==> src/hw/rtl/cipd_pkg.sv <==
// Shared types, opcode constants and target helpers for the instruction predecoder.
package cipd_pkg;

  localparam int unsigned AddrBits = 16;
  localparam int unsigned WordBits = 10;
  localparam int unsigned BankBits = 4;

  // Two-word misc opcode (ldi) and the pt= form that leaves carry clear.
  localparam logic [WordBits-1:0] OPC_LDI        = 10'h130;
  localparam logic [WordBits-1:0] OPC_PT_LOAD    = 10'h3d4;

  // Misc sub-opcodes, taken from word bits 5:2.
  localparam logic [3:0] MISC_TEST_A     = 4'h3;
  localparam logic [3:0] MISC_TEST_B     = 4'hb;
  localparam logic [3:0] MISC_PT_GROUP   = 4'h5;
  localparam logic [3:0] MISC_RET_GROUP  = 4'h8;
  localparam logic [3:0] MISC_SELPF      = 4'h9;

  // Two-bit class codes in the low bits of the first word.
  localparam logic [1:0] LOW_LONG_BRANCH = 2'd1;

  typedef enum logic [2:0] {
    CLS_MISC          = 3'd0,
    CLS_LONG_BRANCH   = 3'd1,
    CLS_ARITH         = 3'd2,
    CLS_SHORT_BRANCH  = 3'd3,
    CLS_SELECT_FOLLOW = 3'd4
  } inst_class_t;

  typedef enum logic [2:0] {
    FLOW_NONE        = 3'd0,
    FLOW_UNCOND      = 3'd1,
    FLOW_COND        = 3'd2,
    FLOW_CALL        = 3'd3,
    FLOW_RETURN      = 3'd4,
    FLOW_COND_RETURN = 3'd5
  } flow_t;

  typedef enum logic [2:0] {
    FORM_NONE  = 3'd0,
    FORM_PLAIN = 3'd1,
    FORM_HEX   = 3'd2,
    FORM_PAGE0 = 3'd3,
    FORM_PAGE1 = 3'd4,
    FORM_PAGE2 = 3'd5,
    FORM_PAGE3 = 3'd6
  } form_t;

  typedef struct packed {
    form_t form;
    logic  is_call;
  } special_t;

  // Grouped instruction handed from the front end to the decoder.
  typedef struct packed {
    logic [AddrBits-1:0] addr;
    logic [WordBits-1:0] w1;
    logic [WordBits-1:0] w2;
    logic [WordBits-1:0] w3;
    logic [1:0]          count;
    logic                sel_follow;
    logic [BankBits-1:0] bank;
    logic [AddrBits-1:0] after;
  } rec_t;

  // One decoded instruction as presented on the result channel.
  typedef struct packed {
    logic [AddrBits-1:0] inst_address;
    logic [WordBits-1:0] word_one;
    logic [WordBits-1:0] word_two;
    logic [WordBits-1:0] word_three;
    logic [1:0]          word_count;
    inst_class_t         inst_class;
    flow_t               flow_kind;
    logic [AddrBits-1:0] target_address;
    logic [BankBits-1:0] target_bank;
    form_t               extended_form;
    logic                carry_clear_after;
  } res_t;

  // Sixteen-bit target of a long branch.
  function automatic logic [AddrBits-1:0] long_target(input logic [WordBits-1:0] w1,
                                                      input logic [WordBits-1:0] w2);
    return {w2[9:2], w1[9:2]};
  endfunction

  // Special long-call entry points that become three-word jumps.
  function automatic special_t special_form(input logic [AddrBits-1:0] tgt);
    special_t s;
    s.form    = FORM_NONE;
    s.is_call = 1'b0;
    case (tgt)
      16'h0fd9: begin s.form = FORM_HEX;   s.is_call = 1'b0; end
      16'h0fda: begin s.form = FORM_PLAIN; s.is_call = 1'b0; end
      16'h0fdd: begin s.form = FORM_HEX;   s.is_call = 1'b1; end
      16'h0fde: begin s.form = FORM_PLAIN; s.is_call = 1'b1; end
      16'h23d0: begin s.form = FORM_PAGE0; s.is_call = 1'b0; end
      16'h23d2: begin s.form = FORM_PAGE0; s.is_call = 1'b1; end
      16'h23d9: begin s.form = FORM_PAGE1; s.is_call = 1'b0; end
      16'h23db: begin s.form = FORM_PAGE1; s.is_call = 1'b1; end
      16'h23e2: begin s.form = FORM_PAGE2; s.is_call = 1'b0; end
      16'h23e4: begin s.form = FORM_PAGE2; s.is_call = 1'b1; end
      16'h23eb: begin s.form = FORM_PAGE3; s.is_call = 1'b0; end
      16'h23ed: begin s.form = FORM_PAGE3; s.is_call = 1'b1; end
      default: begin s.form = FORM_NONE; s.is_call = 1'b0; end
    endcase
    return s;
  endfunction

endpackage

==> src/hw/rtl/cipd_front.sv <==
// Front end: counts word addresses and groups program words into instructions.
module cipd_front #(
  parameter int unsigned ADDRESS_WIDTH = 16
) (
  input  logic                    clk,
  input  logic                    rst_n,
  input  logic                    accept,
  input  logic [9:0]              rom_word,
  input  logic [3:0]              code_bank,
  input  logic                    restart,
  input  logic [15:0]             start_address,
  input  logic                    ext_enable,
  output logic                    push,
  output cipd_pkg::rec_t          push_rec
);
  import cipd_pkg::*;

  logic [ADDRESS_WIDTH-1:0] next_address_r, next_address_nxt;
  logic [ADDRESS_WIDTH-1:0] first_addr_r, first_addr_nxt;
  logic [WordBits-1:0]      held0_r, held0_nxt;
  logic [WordBits-1:0]      held1_r, held1_nxt;
  logic [1:0]               held_cnt_r, held_cnt_nxt;
  logic                     sel_pend_r, sel_pend_nxt;

  logic [ADDRESS_WIDTH-1:0] here;
  logic [1:0]               held_cnt;
  logic                     sel_pend;
  logic                     take_third;
  special_t                 sp;

  // Word address, partial-instruction state and the select follow flag.
  always_ff @(posedge clk) begin
    if (!rst_n) begin
      next_address_r <= '0;
      first_addr_r   <= '0;
      held_cnt_r     <= 2'd0;
      sel_pend_r     <= 1'b0;
    end else begin
      next_address_r <= next_address_nxt;
      first_addr_r   <= first_addr_nxt;
      held_cnt_r     <= held_cnt_nxt;
      sel_pend_r     <= sel_pend_nxt;
    end
  end

  // Held words are only read after they have been written.
  always_ff @(posedge clk) begin
    held0_r <= held0_nxt;
    held1_r <= held1_nxt;
  end

  // A restart drops any partial instruction and any pending select word.
  always_comb begin
    here     = restart ? start_address[ADDRESS_WIDTH-1:0] : next_address_r;
    held_cnt = restart ? 2'd0 : held_cnt_r;
    sel_pend = restart ? 1'b0 : sel_pend_r;
    sp       = special_form(long_target(held0_r, rom_word));
    take_third = ext_enable && (held0_r[1:0] == LOW_LONG_BRANCH) && !rom_word[1] &&
                 (sp.form != FORM_NONE);
  end

  // Grouping of words into one-, two- and three-word instructions.
  always_comb begin
    next_address_nxt = next_address_r;
    first_addr_nxt   = first_addr_r;
    held0_nxt        = held0_r;
    held1_nxt        = held1_r;
    held_cnt_nxt     = held_cnt_r;
    sel_pend_nxt     = sel_pend_r;
    push             = 1'b0;
    push_rec.addr       = AddrBits'(first_addr_r);
    push_rec.w1         = held0_r;
    push_rec.w2         = '0;
    push_rec.w3         = '0;
    push_rec.count      = 2'd1;
    push_rec.sel_follow = 1'b0;
    push_rec.bank       = code_bank;
    push_rec.after      = AddrBits'(here + ADDRESS_WIDTH'(1));

    if (accept) begin
      next_address_nxt = here + ADDRESS_WIDTH'(1);
      sel_pend_nxt     = sel_pend;
      held_cnt_nxt     = 2'd0;
      if (held_cnt == 2'd1) begin
        if (take_third) begin
          held1_nxt    = rom_word;
          held_cnt_nxt = 2'd2;
        end else begin
          push           = 1'b1;
          push_rec.w2    = rom_word;
          push_rec.count = 2'd2;
        end
      end else if (held_cnt == 2'd2) begin
        push           = 1'b1;
        push_rec.w2    = held1_r;
        push_rec.w3    = rom_word;
        push_rec.count = 2'd3;
      end else begin
        first_addr_nxt = here;
        push_rec.addr  = AddrBits'(here);
        push_rec.w1    = rom_word;
        if (sel_pend) begin
          push                = 1'b1;
          push_rec.sel_follow = 1'b1;
          if (rom_word[0]) begin
            sel_pend_nxt = 1'b0;
          end
        end else if ((rom_word[1:0] == LOW_LONG_BRANCH) || (rom_word == OPC_LDI)) begin
          held0_nxt    = rom_word;
          held_cnt_nxt = 2'd1;
        end else begin
          push = 1'b1;
          // selpf arms the follow-on word.
          if ((rom_word[1:0] == 2'd0) && (rom_word[5:2] == MISC_SELPF)) begin
            sel_pend_nxt = 1'b1;
          end
        end
      end
    end
  end

endmodule

==> src/hw/rtl/cipd_queue.sv <==
// Two-entry queue of grouped instructions between the front end and the decoder.
module cipd_queue (
  input  logic           clk,
  input  logic           rst_n,
  input  logic           push,
  input  cipd_pkg::rec_t push_rec,
  output logic           full,
  input  logic           pop,
  output logic           valid,
  output cipd_pkg::rec_t head
);
  import cipd_pkg::*;

  localparam int unsigned Depth = 2;
  localparam int unsigned PtrW  = $clog2(Depth);
  localparam int unsigned CntW  = $clog2(Depth + 1);

  rec_t            mem_r [Depth];
  logic [PtrW-1:0] wr_ptr_r, wr_ptr_nxt;
  logic [PtrW-1:0] rd_ptr_r, rd_ptr_nxt;
  logic [CntW-1:0] count_r, count_nxt;
  logic            do_push, do_pop;

  assign full    = (count_r == CntW'(Depth));
  assign valid   = (count_r != '0);
  assign head    = mem_r[rd_ptr_r];
  assign do_push = push && !full;
  assign do_pop  = pop && valid;

  // Pointer and fill count update.
  always_comb begin
    wr_ptr_nxt = wr_ptr_r;
    rd_ptr_nxt = rd_ptr_r;
    count_nxt  = count_r;
    if (do_push) begin
      wr_ptr_nxt = (wr_ptr_r == PtrW'(Depth - 1)) ? '0 : wr_ptr_r + PtrW'(1);
    end
    if (do_pop) begin
      rd_ptr_nxt = (rd_ptr_r == PtrW'(Depth - 1)) ? '0 : rd_ptr_r + PtrW'(1);
    end
    if (do_push && !do_pop) begin
      count_nxt = count_r + CntW'(1);
    end else if (do_pop && !do_push) begin
      count_nxt = count_r - CntW'(1);
    end
  end

  always_ff @(posedge clk) begin
    if (!rst_n) begin
      wr_ptr_r <= '0;
      rd_ptr_r <= '0;
      count_r  <= '0;
    end else begin
      wr_ptr_r <= wr_ptr_nxt;
      rd_ptr_r <= rd_ptr_nxt;
      count_r  <= count_nxt;
    end
  end

  // Entry storage.
  always_ff @(posedge clk) begin
    if (do_push) begin
      mem_r[wr_ptr_r] <= push_rec;
    end
  end

endmodule

==> src/hw/rtl/cipd_back.sv <==
// Back end: decodes queued instructions, tracks carry and holds the result register.
module cipd_back #(
  parameter int unsigned ADDRESS_WIDTH = 16
) (
  input  logic           clk,
  input  logic           rst_n,
  input  logic           rec_valid,
  input  cipd_pkg::rec_t rec,
  output logic           rec_pop,
  output logic           res_valid,
  input  logic           res_ready,
  output cipd_pkg::res_t res
);
  import cipd_pkg::*;

  localparam logic [AddrBits-1:0] AddrMask = AddrBits'((17'd1 << ADDRESS_WIDTH) - 17'd1);

  logic        out_valid_r, out_valid_nxt;
  res_t        out_res_r;
  logic        carry_clear_r, carry_clear_nxt;
  res_t        dec;
  logic        clear_after;
  logic        cond_c, is_call, uncond;
  special_t    sp;
  logic [2:0]  page_code;
  logic [ADDRESS_WIDTH-1:0] short_tgt;
  logic [AddrBits-1:0]      tgt;

  assign rec_pop   = rec_valid && (!out_valid_r || res_ready);
  assign res_valid = out_valid_r;
  assign res       = out_res_r;

  // Instruction decode against the current carry knowledge.
  always_comb begin
    clear_after = 1'b1;
    cond_c      = 1'b0;
    is_call     = 1'b0;
    uncond      = 1'b0;
    sp          = special_form(long_target(rec.w1, rec.w2));
    page_code   = 3'(sp.form) - 3'(FORM_PAGE0);
    short_tgt   = rec.addr[ADDRESS_WIDTH-1:0] +
                  ADDRESS_WIDTH'(signed'(rec.w1[9:3]));
    tgt         = '0;

    dec.inst_address      = rec.addr;
    dec.word_one          = rec.w1;
    dec.word_two          = rec.w2;
    dec.word_three        = rec.w3;
    dec.word_count        = rec.count;
    dec.inst_class        = inst_class_t'({1'b0, rec.w1[1:0]});
    dec.flow_kind         = FLOW_NONE;
    dec.target_address    = '0;
    dec.target_bank       = '0;
    dec.extended_form     = FORM_NONE;
    dec.carry_clear_after = 1'b1;

    if (rec.sel_follow) begin
      dec.inst_class = CLS_SELECT_FOLLOW;
    end else begin
      case (dec.inst_class)
        CLS_MISC: begin
          case (rec.w1[5:2])
            MISC_TEST_A, MISC_TEST_B: begin
              clear_after = 1'b0;
            end
            MISC_PT_GROUP: begin
              if (rec.w1 != OPC_PT_LOAD) begin
                clear_after = 1'b0;
              end
            end
            MISC_RET_GROUP: begin
              if (rec.w1[9:6] inside {4'd4, 4'd5}) begin
                clear_after = 1'b0;
              end
              if (rec.w1[9:6] inside {4'd13, 4'd14}) begin
                dec.flow_kind = FLOW_COND_RETURN;
              end else if (rec.w1[9:6] == 4'd15) begin
                dec.flow_kind = FLOW_RETURN;
              end
            end
            default: begin
            end
          endcase
        end
        CLS_ARITH: begin
          if (rec.w1[9:5] inside {[5'd9:5'd27]}) begin
            clear_after = 1'b0;
          end
        end
        CLS_SHORT_BRANCH: begin
          dec.target_address = AddrBits'(short_tgt);
          dec.target_bank    = rec.bank;
          dec.flow_kind      = (!rec.w1[2] && carry_clear_r) ? FLOW_UNCOND : FLOW_COND;
        end
        CLS_LONG_BRANCH: begin
          cond_c  = rec.w2[0];
          is_call = !rec.w2[1];
          uncond  = !cond_c && carry_clear_r;
          tgt     = long_target(rec.w1, rec.w2);
          if (rec.count == 2'd3) begin
            dec.extended_form = sp.form;
            is_call           = sp.is_call;
            if ((sp.form == FORM_PLAIN) || (sp.form == FORM_HEX)) begin
              tgt = {rec.after[15:10], rec.w3};
            end else begin
              tgt = {rec.after[15:12], page_code[1:0], rec.w3};
            end
          end
          dec.target_address = tgt & AddrMask;
          dec.target_bank    = rec.bank;
          dec.flow_kind      = is_call ? FLOW_CALL : (uncond ? FLOW_UNCOND : FLOW_COND);
        end
        default: begin
        end
      endcase
    end
    dec.carry_clear_after = clear_after;
  end

  // Carry knowledge and output register handshake.
  always_comb begin
    carry_clear_nxt = carry_clear_r;
    out_valid_nxt   = out_valid_r && !res_ready;
    if (rec_pop) begin
      carry_clear_nxt = clear_after;
      out_valid_nxt   = 1'b1;
    end
  end

  always_ff @(posedge clk) begin
    if (!rst_n) begin
      out_valid_r   <= 1'b0;
      carry_clear_r <= 1'b0;
    end else begin
      out_valid_r   <= out_valid_nxt;
      carry_clear_r <= carry_clear_nxt;
    end
  end

  always_ff @(posedge clk) begin
    if (rec_pop) begin
      out_res_r <= dec;
    end
  end

endmodule

==> src/hw/rtl/calculator_cpu_instruction_predecoder_core.sv <==
// Top level of the instruction predecoder: config register, front end, queue and decoder.
//
//   channel  direction  handshake            carries
//   in_      input      in_valid/in_ready    one program word with bank and restart
//   out_     output     out_valid/out_ready  one decoded instruction
//   cfg      input      APB write/read       extended jump enable at byte address 0
//
// One program word is accepted per cycle while the queue has room; a finished instruction
// is written into the queue as its last word is taken and then reaches the output register.
// The front end and the decoder are parted by a two-entry queue, and the decoder
// feeds an output register, so a stall on out_ready backs up into in_ready only
// once the queue is full. Reset clears the address counter, grouping and carry state.
module calculator_cpu_instruction_predecoder_core #(
  parameter int unsigned ADDRESS_WIDTH = 16
) (
  input  logic        clk,
  input  logic        rst_n,
  // Program word channel.
  input  logic        in_valid,
  output logic        in_ready,
  input  logic [9:0]  in_rom_word,
  input  logic [3:0]  in_code_bank,
  input  logic        in_restart,
  input  logic [15:0] in_start_address,
  // Decoded instruction channel.
  output logic        out_valid,
  input  logic        out_ready,
  output logic [15:0] out_inst_address,
  output logic [9:0]  out_word_one,
  output logic [9:0]  out_word_two,
  output logic [9:0]  out_word_three,
  output logic [1:0]  out_word_count,
  output logic [2:0]  out_inst_class,
  output logic [2:0]  out_flow_kind,
  output logic [15:0] out_target_address,
  output logic [3:0]  out_target_bank,
  output logic [2:0]  out_extended_form,
  output logic        out_carry_clear_after,
  // Configuration port.
  input  logic        psel,
  input  logic        penable,
  input  logic        pwrite,
  input  logic [2:0]  paddr,
  input  logic [31:0] pwdata,
  output logic [31:0] prdata,
  output logic        pready
);
  import cipd_pkg::*;

  logic ext_enable_r, ext_enable_nxt;
  logic reg0_sel;
  logic in_accept;
  logic push, q_full, q_valid, q_pop;
  rec_t push_rec, q_head;
  res_t res;

  // Configuration register.
  assign pready   = 1'b1;
  assign reg0_sel = (paddr[2] == 1'b0);
  assign prdata   = {31'd0, ext_enable_r & reg0_sel};

  always_comb begin
    ext_enable_nxt = ext_enable_r;
    if (psel && penable && pwrite && pready && reg0_sel) begin
      ext_enable_nxt = pwdata[0];
    end
  end

  always_ff @(posedge clk) begin
    if (!rst_n) begin
      ext_enable_r <= 1'b0;
    end else begin
      ext_enable_r <= ext_enable_nxt;
    end
  end

  // Input request is taken whenever the queue has room.
  assign in_ready  = !q_full;
  assign in_accept = in_valid && in_ready;

  cipd_front #(
    .ADDRESS_WIDTH(ADDRESS_WIDTH)
  ) u_front (
    .clk          (clk),
    .rst_n        (rst_n),
    .accept       (in_accept),
    .rom_word     (in_rom_word),
    .code_bank    (in_code_bank),
    .restart      (in_restart),
    .start_address(in_start_address),
    .ext_enable   (ext_enable_r),
    .push         (push),
    .push_rec     (push_rec)
  );

  cipd_queue u_queue (
    .clk     (clk),
    .rst_n   (rst_n),
    .push    (push),
    .push_rec(push_rec),
    .full    (q_full),
    .pop     (q_pop),
    .valid   (q_valid),
    .head    (q_head)
  );

  cipd_back #(
    .ADDRESS_WIDTH(ADDRESS_WIDTH)
  ) u_back (
    .clk      (clk),
    .rst_n    (rst_n),
    .rec_valid(q_valid),
    .rec      (q_head),
    .rec_pop  (q_pop),
    .res_valid(out_valid),
    .res_ready(out_ready),
    .res      (res)
  );

  // Result request fields.
  assign out_inst_address      = res.inst_address;
  assign out_word_one          = res.word_one;
  assign out_word_two          = res.word_two;
  assign out_word_three        = res.word_three;
  assign out_word_count        = res.word_count;
  assign out_inst_class        = res.inst_class;
  assign out_flow_kind         = res.flow_kind;
  assign out_target_address    = res.target_address;
  assign out_target_bank       = res.target_bank;
  assign out_extended_form     = res.extended_form;
  assign out_carry_clear_after = res.carry_clear_after;

endmodule
==> config.mk <==
export PLATFORM = sky130hd
export DESIGN_NAME = calculator_cpu_instruction_predecoder_core
export DESIGN_NICKNAME = d
export VERILOG_FILES = /design/src/hw/rtl/cipd_pkg.sv /design/src/hw/rtl/cipd_front.sv /design/src/hw/rtl/cipd_queue.sv /design/src/hw/rtl/cipd_back.sv /design/src/hw/rtl/calculator_cpu_instruction_predecoder_core.sv
export SDC_FILE = /design/constraint.sdc
export NUM_CORES = 1
export LEC_CHECK = 0
export BUFFER_PORTS_ARGS = -buffer_cell sky130_fd_sc_hd__buf_2
export CAP_MARGIN = 20
export CELL_PAD_IN_SITES_DETAIL_PLACEMENT = 0
export CELL_PAD_IN_SITES_GLOBAL_PLACEMENT = 1
export CORE_ASPECT_RATIO = 0.8
export CORE_MARGIN = 2
export CORE_UTILIZATION = 28
export CTS_BUF_LIST = sky130_fd_sc_hd__clkbuf_8 sky130_fd_sc_hd__clkbuf_16
export CTS_CLUSTER_SIZE = 14
export DETAILED_ROUTE_END_ITERATION = 10
export GPL_ROUTABILITY_DRIVEN = 0
export HOLD_SLACK_MARGIN = 0.12
export PLACE_DENSITY = 0.51
export RECOVER_POWER = 25
export SLEW_MARGIN = 5
export SYNTH_ARGS = -nofsm -noshare
export SYNTH_HDL_FRONTEND = slang
export SYNTH_SLANG_ARGS = --single-unit
==> constraint.sdc <==
create_clock -name clk -period 8.4 [get_ports clk]
set_input_delay 1.26 -clock clk [delete_from_list [all_inputs] [get_ports clk]]
set_output_delay 1.26 -clock clk [all_outputs]
set_load 0.005 [all_outputs]
==> results of run 1 <==
==> cells by family after synthesis <==
family,share of synthesized area [%]
other,0.06313
adders and majority gates,2.377
and+or+nand+nor,10.67
AOI/OAI and AO/OA,10.17
DFF,61.77
xor gates and xnor gates,2.209
buffers and inverters,4.281
muxes,8.467
==> layout by cell type (no fill, tap or decap), types with 7 or more instances in the layout <==
| cell | count |
|---|---|
| conb_1 | 32 |
| clkinv_2 | 8 |
| mux2_2 | 15 |
| nand2b_1 | 9 |
| clkbuf_1 | 30 |
| a22o_1 | 9 |
| mux2i_1 | 40 |
| edfxtp_1 | 216 |
| xor2_1 | 15 |
| ha_1 | 21 |
| a211oi_1 | 25 |
| nand2_1 | 75 |
| buf_2 | 90 |
| and2_1 | 14 |
| clkinv_1 | 8 |
| nor2_1 | 68 |
| xnor2_1 | 15 |
| dfxtp_1 | 43 |
| and3_1 | 11 |
| o211ai_1 | 11 |
| a21oi_1 | 46 |
| buf_4 | 11 |
| nand3_1 | 19 |
| o21ai_0 | 45 |
| clkbuf_16 | 29 |
| inv_1 | 25 |
| mux2_1 | 37 |
| nand4_1 | 7 |
==> per-layer routing <==
metal	track usage (%)	up-vias
met2	19.82	157
met5	0	-
met4	2.298	0
met1	23.30	3711
met3	2.497	37
li1	-	3702
==> layout make-up <==
| type | count | area, um^2 | area share, % |
|---|---|---|---|
| flip-flops and latches | 259 | 7347 | 53.05 |
| multi-input cells | 618 | 4153 | 29.98 |
| clock buffers | 31 | 753.2 | 5.439 |
| well taps | 552 | 690.7 | 4.987 |
| repair buffers | 132 | 649.4 | 4.689 |
| clock inverters | 22 | 157.7 | 1.138 |
| inverters | 26 | 98.84 | 0.7137 |
==> registers in the layout, summed over array words and instances (netlist names), 2 cells and up, named ones only <==
register,count
u_front.held_cnt_r,2
u_queue.count_r,2
u_front.held0_r,10
u_back.res,78
u_queue.mem_r,118
u_front.first_addr_r,16
u_front.next_address_r,16
u_front.held1_r,10
==> synth_stat cells (all sizes together) (3+ instances only) <==
library cell	count	area, um^2
o21ai	46	230.2
o31ai	5	37.54
edfxtp	216	6486
a221oi	3	26.28
mux2i	41	421.7
o22ai	5	31.28
and2	16	100.1
nor2	68	255.2
a211oi	26	207.7
nor4	6	37.54
a22o	9	78.83
nor2b	7	43.79
a31oi	6	37.54
o211ai	11	82.58
a21oi	46	230.2
dfxtp	43	860.8
inv	24	90.08
nor4bb	3	30.03
xnor2	15	131.4
nor3	5	25.02
a21o	6	45.04
nand3	19	95.09
xor2	15	131.4
nand4b	4	35.03
ha	21	262.8
nand4	7	43.79
or3	4	25.02
o21a	4	30.03
clkbuf	29	108.9
nand2	76	292.8
buf	43	302.8
nand2b	9	56.30
mux2	52	585.6
and3	11	68.82
nand3b	6	45.04
or4	3	26.27
nor3b	3	22.52
==> worst register-to-register path, delay by kind of cell (launching register included) <==
family | cells | cell delay (ns)
mux | 1 | 0.78
fa+ha+maj | 1 | 0.44
xor+xnor | 1 | 0.19
compound gates | 6 | 1.86
buf+inv | 1 | 0.36
flops | 1 | 1.50
==> how the worst max path moves through the flow <==
stage / start / to / slack [ns] / cells after the start
floorplan: in_restart / u_queue.mem_r[0][10] / 1.76 / 11
global placement: register / u_back.res[21] / 4.00 / 10
detailed placement: register / u_back.res[21] / 3.94 / 10
CTS: register / u_back.res[21] / 3.93 / 10
global route: register / u_back.res[21] / 2.37 / 10
finish: register / u_back.res[21] / 3.00 / 10
==> power by group through the flow <==
stage	sequential [mW]	combinational [mW]	clock, mW
global route	1.95	1.47	1.32
finish	1.91	1.32	1.22
CTS	1.92	1.38	1.26
global placement	1.94	1.38	0
detailed placement	1.94	1.37	0
floorplan	1.93	0.829	0
==> summary.txt, run 1 <==
Timing
  • Final Skew: 0.01226 ns
  • # setup viols final: 0
  • Worst slew pin tran: 2.152 ns
  • Tmin final: 5.403 ns
  • Period utilization: 64.32%
  • Final hold vios: 0
  • Unrepaired setup endpoints after global routing: no
  • Crit path setup slack, layout: 2.997 ns
  • Worst slew margin: -43.48%
  • Slew Limit Fails: 108
  • Hold Slack: 0.4568 ns
  • FMAX: 185.1 MHz
  • Setup Total Neg Slack: 0 ns

Worst hold path
  • Hold Crit Start: u_front.next_address_r[0]
  • End of the worst hold path: u_front.next_address_r[0]
  • Min-delay worst type: reg -> reg
  • Hold Path Depth: 2

Logic synthesis
  • Synth warn: 0
  • EDFF count, synth: 216
  • Post-synth top flop: edfxtp_1
  • Mapped Cells: 945
  • Yosys reg bits: 259
  • Distinct cells, synth: 70
  • Synth Cell Area: 11900 um^2
  • Asr flop ratio synth: 0%
  • Post-synthesis sequential area ratio: 61.77%
  • Avg Cell Area, Syn: 12.59 um^2

Global routing
  • Largest net degree at the start of global routing: 60
  • Gr ovfl total: 0
  • First-pass GRT wire length: 47.47 mm
  • GRT Total Usage: 14.35%
  • Initial antenna violation count: 0
  • Vias in the first global route: 7259

Place
  • Dpl cells: 1587
  • Port bufs: 120
  • Area after DPL: 13000 um^2
  • Setup slack at placement: 3.936 ns
  • Post-DP HPWL: 22.08 mm

Clocking
  • Post_cts resized: 0
  • CTS Buf Count: 29
  • H-tree depth: 1
  • CTS tree: done
  • Clock-pin slew on the worst setup and hold paths: 0.06 ns
  • Hold Buf Count CTS: 0
  • TritonCTS sink count: 259
  • Longest Clk Path Bufs: 3
  • Postcts setup bufs: 0
  • Clk_lat worst skew: 0.56 ns
  • CTS Root Cell: clkbuf_16

Floorplan
  • IO Count: 186
  • Starting Density: 28.38%
  • Row Count: 67
  • Die height: 188.4 um
  • Total Die Area: 44160 um^2
  • Die extent in x: 234.4 um
  • Core box area: 41920 um^2

Route
  • Routed via count: 7607
  • Total length of routed met3 wires: 1.373 mm
  • DR pass1 iterations: 5
  • Vias per cell: 4.638
  • Final antenna-violating net count: 0
  • M1 wire length: 17.17 mm
  • Iteration-0 DRC Markers: 502
  • Final Routed Wirelength: 32.03 mm
  • Met2 Routed Length: 13.03 mm
  • Remaining DRCs: 0
  • Routed WL per cell: 19.53 um
  • Highest metal used: met4

Layout
  • Fill cells: 4266
  • Util after Layout: 33.04%
  • Area growth, synth to finish: 16.43%
  • N_diodes: 0
  • Layout cells sized above 1: 15.90%
  • Fin nets: 1161
  • Post-layout instance area: 13850 um^2
  • Final cell count without fillers: 1640

Worst setup path
  • Crit path max fanout: 36
  • R2R Path End: u_back.res[21]
  • CP Capture Type: register
  • R2R Setup Slk: 3.00 ns
  • Crit Path Class: reg -> reg
  • CP startpoint kind: register
  • Crit-path cells: mux2i_1, inv_1, ha_1, o21a_1, a2111oi_0, o31ai_1, o31ai_1, o21ai_0, xnor2_1, o22ai_1
  • WP buf/inv: 1
  • Worst path top cell family by delay: compound AO/OA/AOI/OAI gates
  • Most frequent CP cell: o31ai_1
  • CP required: 8.68 ns
  • CP max-delay cell: dfxtp_1
  • Reg2reg path depth: 10
  • CP arrival: 5.69 ns
  • CP max stage delay: 1.50 ns

Run status
  • Outcome: finished, violations left
  • Failing checks: capacitance limit, slew limit

Power
  • Sw Share: 33.29%
  • PwrDens: 321.6 nW/um^2
  • Sw Pwr: 1.483 mW
  • Clock power frac: 27.5%
  • Sequential power share: 42.9%
  • Lkg Pwr: 5.028 nW
  • Gate power share: 29.6%
  • Total power: 4.454 mW
  • Internal power: 2.971 mW
  • Worst vdd ir: 0.1478 mV

Flow run
  • Max Cap Violations: 3
Power figures use the tool's default switching activity.
==> run 2: changes to the inputs <==
- ABC_AREA: default -> 1
- PLACE_DENSITY: 0.51 -> 0.55
- clock period: 8.4 -> 4.5 ns (I/O delays scaled with it)
==> run 2 against run 1 <==
Net effect: the flow now finishes without violations; combinational power grew to 2.5 times the previous value; global-route usage grew 0.15 points; sequential power grew 90%; critical path depth grew 4; register-to-register slack lost 2.1 ns; flip-flop and latch count is the same; clock power grew 91%; first-iteration DRC count grew 12%; wire length grew 3.1%; synthesized cell count grew 26%; cell count grew 16%; fmax grew 49%; largest cell class unchanged.
==> summary.txt, run 2 <==
Floorplan
  • Total Die Area: 44970 um^2 (+1.8%)
  • IO Count: 186 (unchanged)
  • Starting Density: 28.21% (-0.17 points)
  • Die height: 190.1 um (+0.92%)
  • Core box area: 42970 um^2 (+2.5%)
  • Row Count: 68 (+1.5%)
  • Die extent in x: 236.6 um (+0.92%)

Route
  • Vias per cell: 4.426 (-4.6%)
  • Highest metal used: met4
  • Total length of routed met3 wires: 1.676 mm (+22%)
  • Routed WL per cell: 17.38 um (-11%)
  • Final Routed Wirelength: 33.02 mm (+3.1%)
  • Routed via count: 8410 (+11%)
  • M1 wire length: 17.50 mm (+1.9%)
  • Remaining DRCs: 0 (unchanged)
  • Met2 Routed Length: 13.31 mm (+2.2%)
  • DR pass1 iterations: 7 (+2)
  • Iteration-0 DRC Markers: 563 (+12%)
  • Final antenna-violating net count: 0 (unchanged)

Logic synthesis
  • EDFF count, synth: 216 (unchanged)
  • Post-synthesis sequential area ratio: 60.62% (-1.1 points)
  • Post-synth top flop: edfxtp_1
  • Avg Cell Area, Syn: 10.17 um^2 (-19%)
  • Synth top area cells: edfxtp_1 54%, nand2_1 7.4%, dfxtp_1 7.1%, inv_1 3.5%, nor2_1 3.5%
  • Post-synth top area cell: edfxtp_1
  • Most frequent cell after synthesis: nand2_1
  • Mapped Cells: 1192 (+26%)
  • Synth cell count leaders: 240 x nand2_1, 216 x edfxtp_1, 113 x inv_1, 113 x nor2_1, 79 x a21oi_1
  • Distinct cells, synth: 54 (-23%)
  • Synth Cell Area: 12120 um^2 (+1.9%)
  • Synth warn: 0 (unchanged)
  • Asr flop ratio synth: 0% (unchanged)
  • Yosys reg bits: 259 (unchanged)
  • Top-area cell type share of the netlist area: 53.52% (-1.0 points)

Clocking
  • CTS Buf Count: 28 (-3.4%)
  • CTS tree: done
  • H-tree depth: 1 (unchanged)
  • Hold Buf Count CTS: 0 (unchanged)
  • TritonCTS sink count: 259 (unchanged)
  • Clock-pin slew on the worst setup and hold paths: 0.06 ns (about the same)
  • Clk_lat worst skew: 0.57 ns (about the same)
  • Longest Clk Path Bufs: 3 (unchanged)
  • CTS Root Cell: clkbuf_16
  • Post_cts resized: 0 (unchanged)
  • Postcts setup bufs: 0 (unchanged)

Power
  • Worst vdd ir: 0.4345 mV (+190%)
  • Lkg Pwr: 5.665 nW (+13%)
  • PwrDens: 658.7 nW/um^2 (+100%)

Layout
  • Most common cell after layout, fill and taps aside: nand2_1
  • Util after Layout: 32.84% (-0.20 points)
  • Fill cells: 4406 (+3.3%)
  • Fin nets: 1413 (+22%)
  • Max FFs per register: 118 (unchanged)
  • Most frequent cells in the layout: 245 x nand2_1, 216 x edfxtp_1, 117 x inv_1, 112 x nor2_1, 79 x a21oi_1
  • N_diodes: 0 (unchanged)
  • Most flop-heavy register: u_queue.mem_r
  • Area growth, synth to finish: 16.43% (about the same)
  • Layout cells sized above 1: 15.07% (-0.83 points)

Timing
  • Final hold vios: 0 (unchanged)
  • Slew Limit Fails: 0 (-100%)
  • # setup viols final: 0 (unchanged)
  • Setup Total Neg Slack: 0 ns (unchanged)
  • Period utilization: 80.77% (+16 points)
  • Tmin final: 3.634 ns (-1.769 ns)
  • Worst slew pin tran: 1.366 ns (-0.7858 ns)
  • Final Skew: 0.02816 ns (+0.01590 ns)
  • Unrepaired setup endpoints after global routing: no
  • FMAX: 275.1 MHz (+49%)
  • Worst slew margin: 7.946% (+51 points)

Global routing
  • Initial antenna violation count: 1 (+1)
  • Largest net degree at the start of global routing: 64 (+6.7%)
  • First-pass GRT wire length: 49.38 mm (+4.0%)
  • Vias in the first global route: 7962 (+9.7%)
  • GRT Total Usage: 14.51% (+0.15 points)
  • Gr ovfl total: 0 (unchanged)

Place
  • Port bufs: 120 (unchanged)
  • Post-DP HPWL: 23.69 mm (+7.3%)

Worst setup path
  • Crit Path Class: reg -> reg
  • CP arrival: 3.93 ns (-1.76 ns)
  • CP required: 4.79 ns (-3.89 ns)
  • Crit path max fanout: 43 (+19%)
  • CP startpoint kind: register
  • CP Capture Type: register

Worst hold path
  • Min-delay worst type: in -> reg

Flow run
  • Max Cap Violations: 0 (-3)

Run status
  • Outcome: finished clean
[run 2: cell families after synthesis]
group | after synthesis | synth area share, %
compound gates | 221 | 10.32
xor+xnor | 17 | 1.291
fa+ha+maj | 22 | 2.333
buf+inv | 198 | 7.764
flops | 259 | 60.62
mux | 8 | 0.6608
other cells | 2 | 0.06197
simple gates | 465 | 16.94
[run 2: metrics by stage]
| stage | setup slack, ns | std cells | cell area (um^2) | hold WS (ns) | total power [mW] |
|---|---|---|---|---|---|
| finish | 0.8656 | 1900 | 14110 | 0.2985 | 9.294 |
| global route | 0.4728 | 1900 | 14110 | 0.2733 | 9.961 |
| CTS | 1.179 | 1900 | 14200 | 0.2670 | 9.501 |
| detailed placement | 1.124 | 1848 | 13280 | 0.4377 | 7.139 |
| global placement | 1.132 | 1847 | 13250 | 0.4313 | 7.110 |
| floorplan | 0.9552 | 1222 | 12230 | 0.4246 | 5.813 |
[run 2: per-layer routing]
layer,track usage (%),vias to the layer above
met5,0,-
met4,2.556,0
met3,2.641,34
met2,20.79,207
met1,22.71,3940
li1,-,4229
[run 2: final cells by class]
type | count | area, um^2 | share of cell area, %
sequential | 259 | 7347 | 52.07
multi-input combinational | 765 | 3919 | 27.77
clock buffer | 30 | 739.5 | 5.241
timing repair buffer | 137 | 737.0 | 5.223
tap | 560 | 700.7 | 4.966
inverter | 127 | 480.5 | 3.405
clock inverter | 22 | 186.4 | 1.321
[run 2: worst paths after layout]
path | start | to | slack [ns] | depth (start not counted)
max | register | u_back.res[16] | 0.87 | 14
min | in_code_bank[0] | u_queue.mem_r[0][16] | 0.30 | 1
min reg2reg | u_front.first_addr_r[1] | u_front.first_addr_r[1] | 0.45 | 2
max reg2reg | register | u_back.res[16] | 0.87 | 14
[run 2: worst max-delay path, cell delays in order, from the launching register on]
cell and delay [ns]:
dfxtp_1 0.35, inv_4 0.37, clkbuf_1 0.68, nand2_1 0.10
nand2_1 0.19, ha_1 0.23, o21ai_0 0.12, nand2_1 0.11
inv_1 0.05, o21ai_0 0.52, inv_1 0.08, o21ai_0 0.21
a21oi_1 0.09, o21ai_0 0.13, a21oi_1 0.11
[run 2: power breakdown]
group | internal [mW] | switching, mW | total (mW)
Combinational | 0.980 | 2.36 | 3.34
Sequential | 3.44 | 0.183 | 3.63
Clock | 1.35 | 0.973 | 2.33
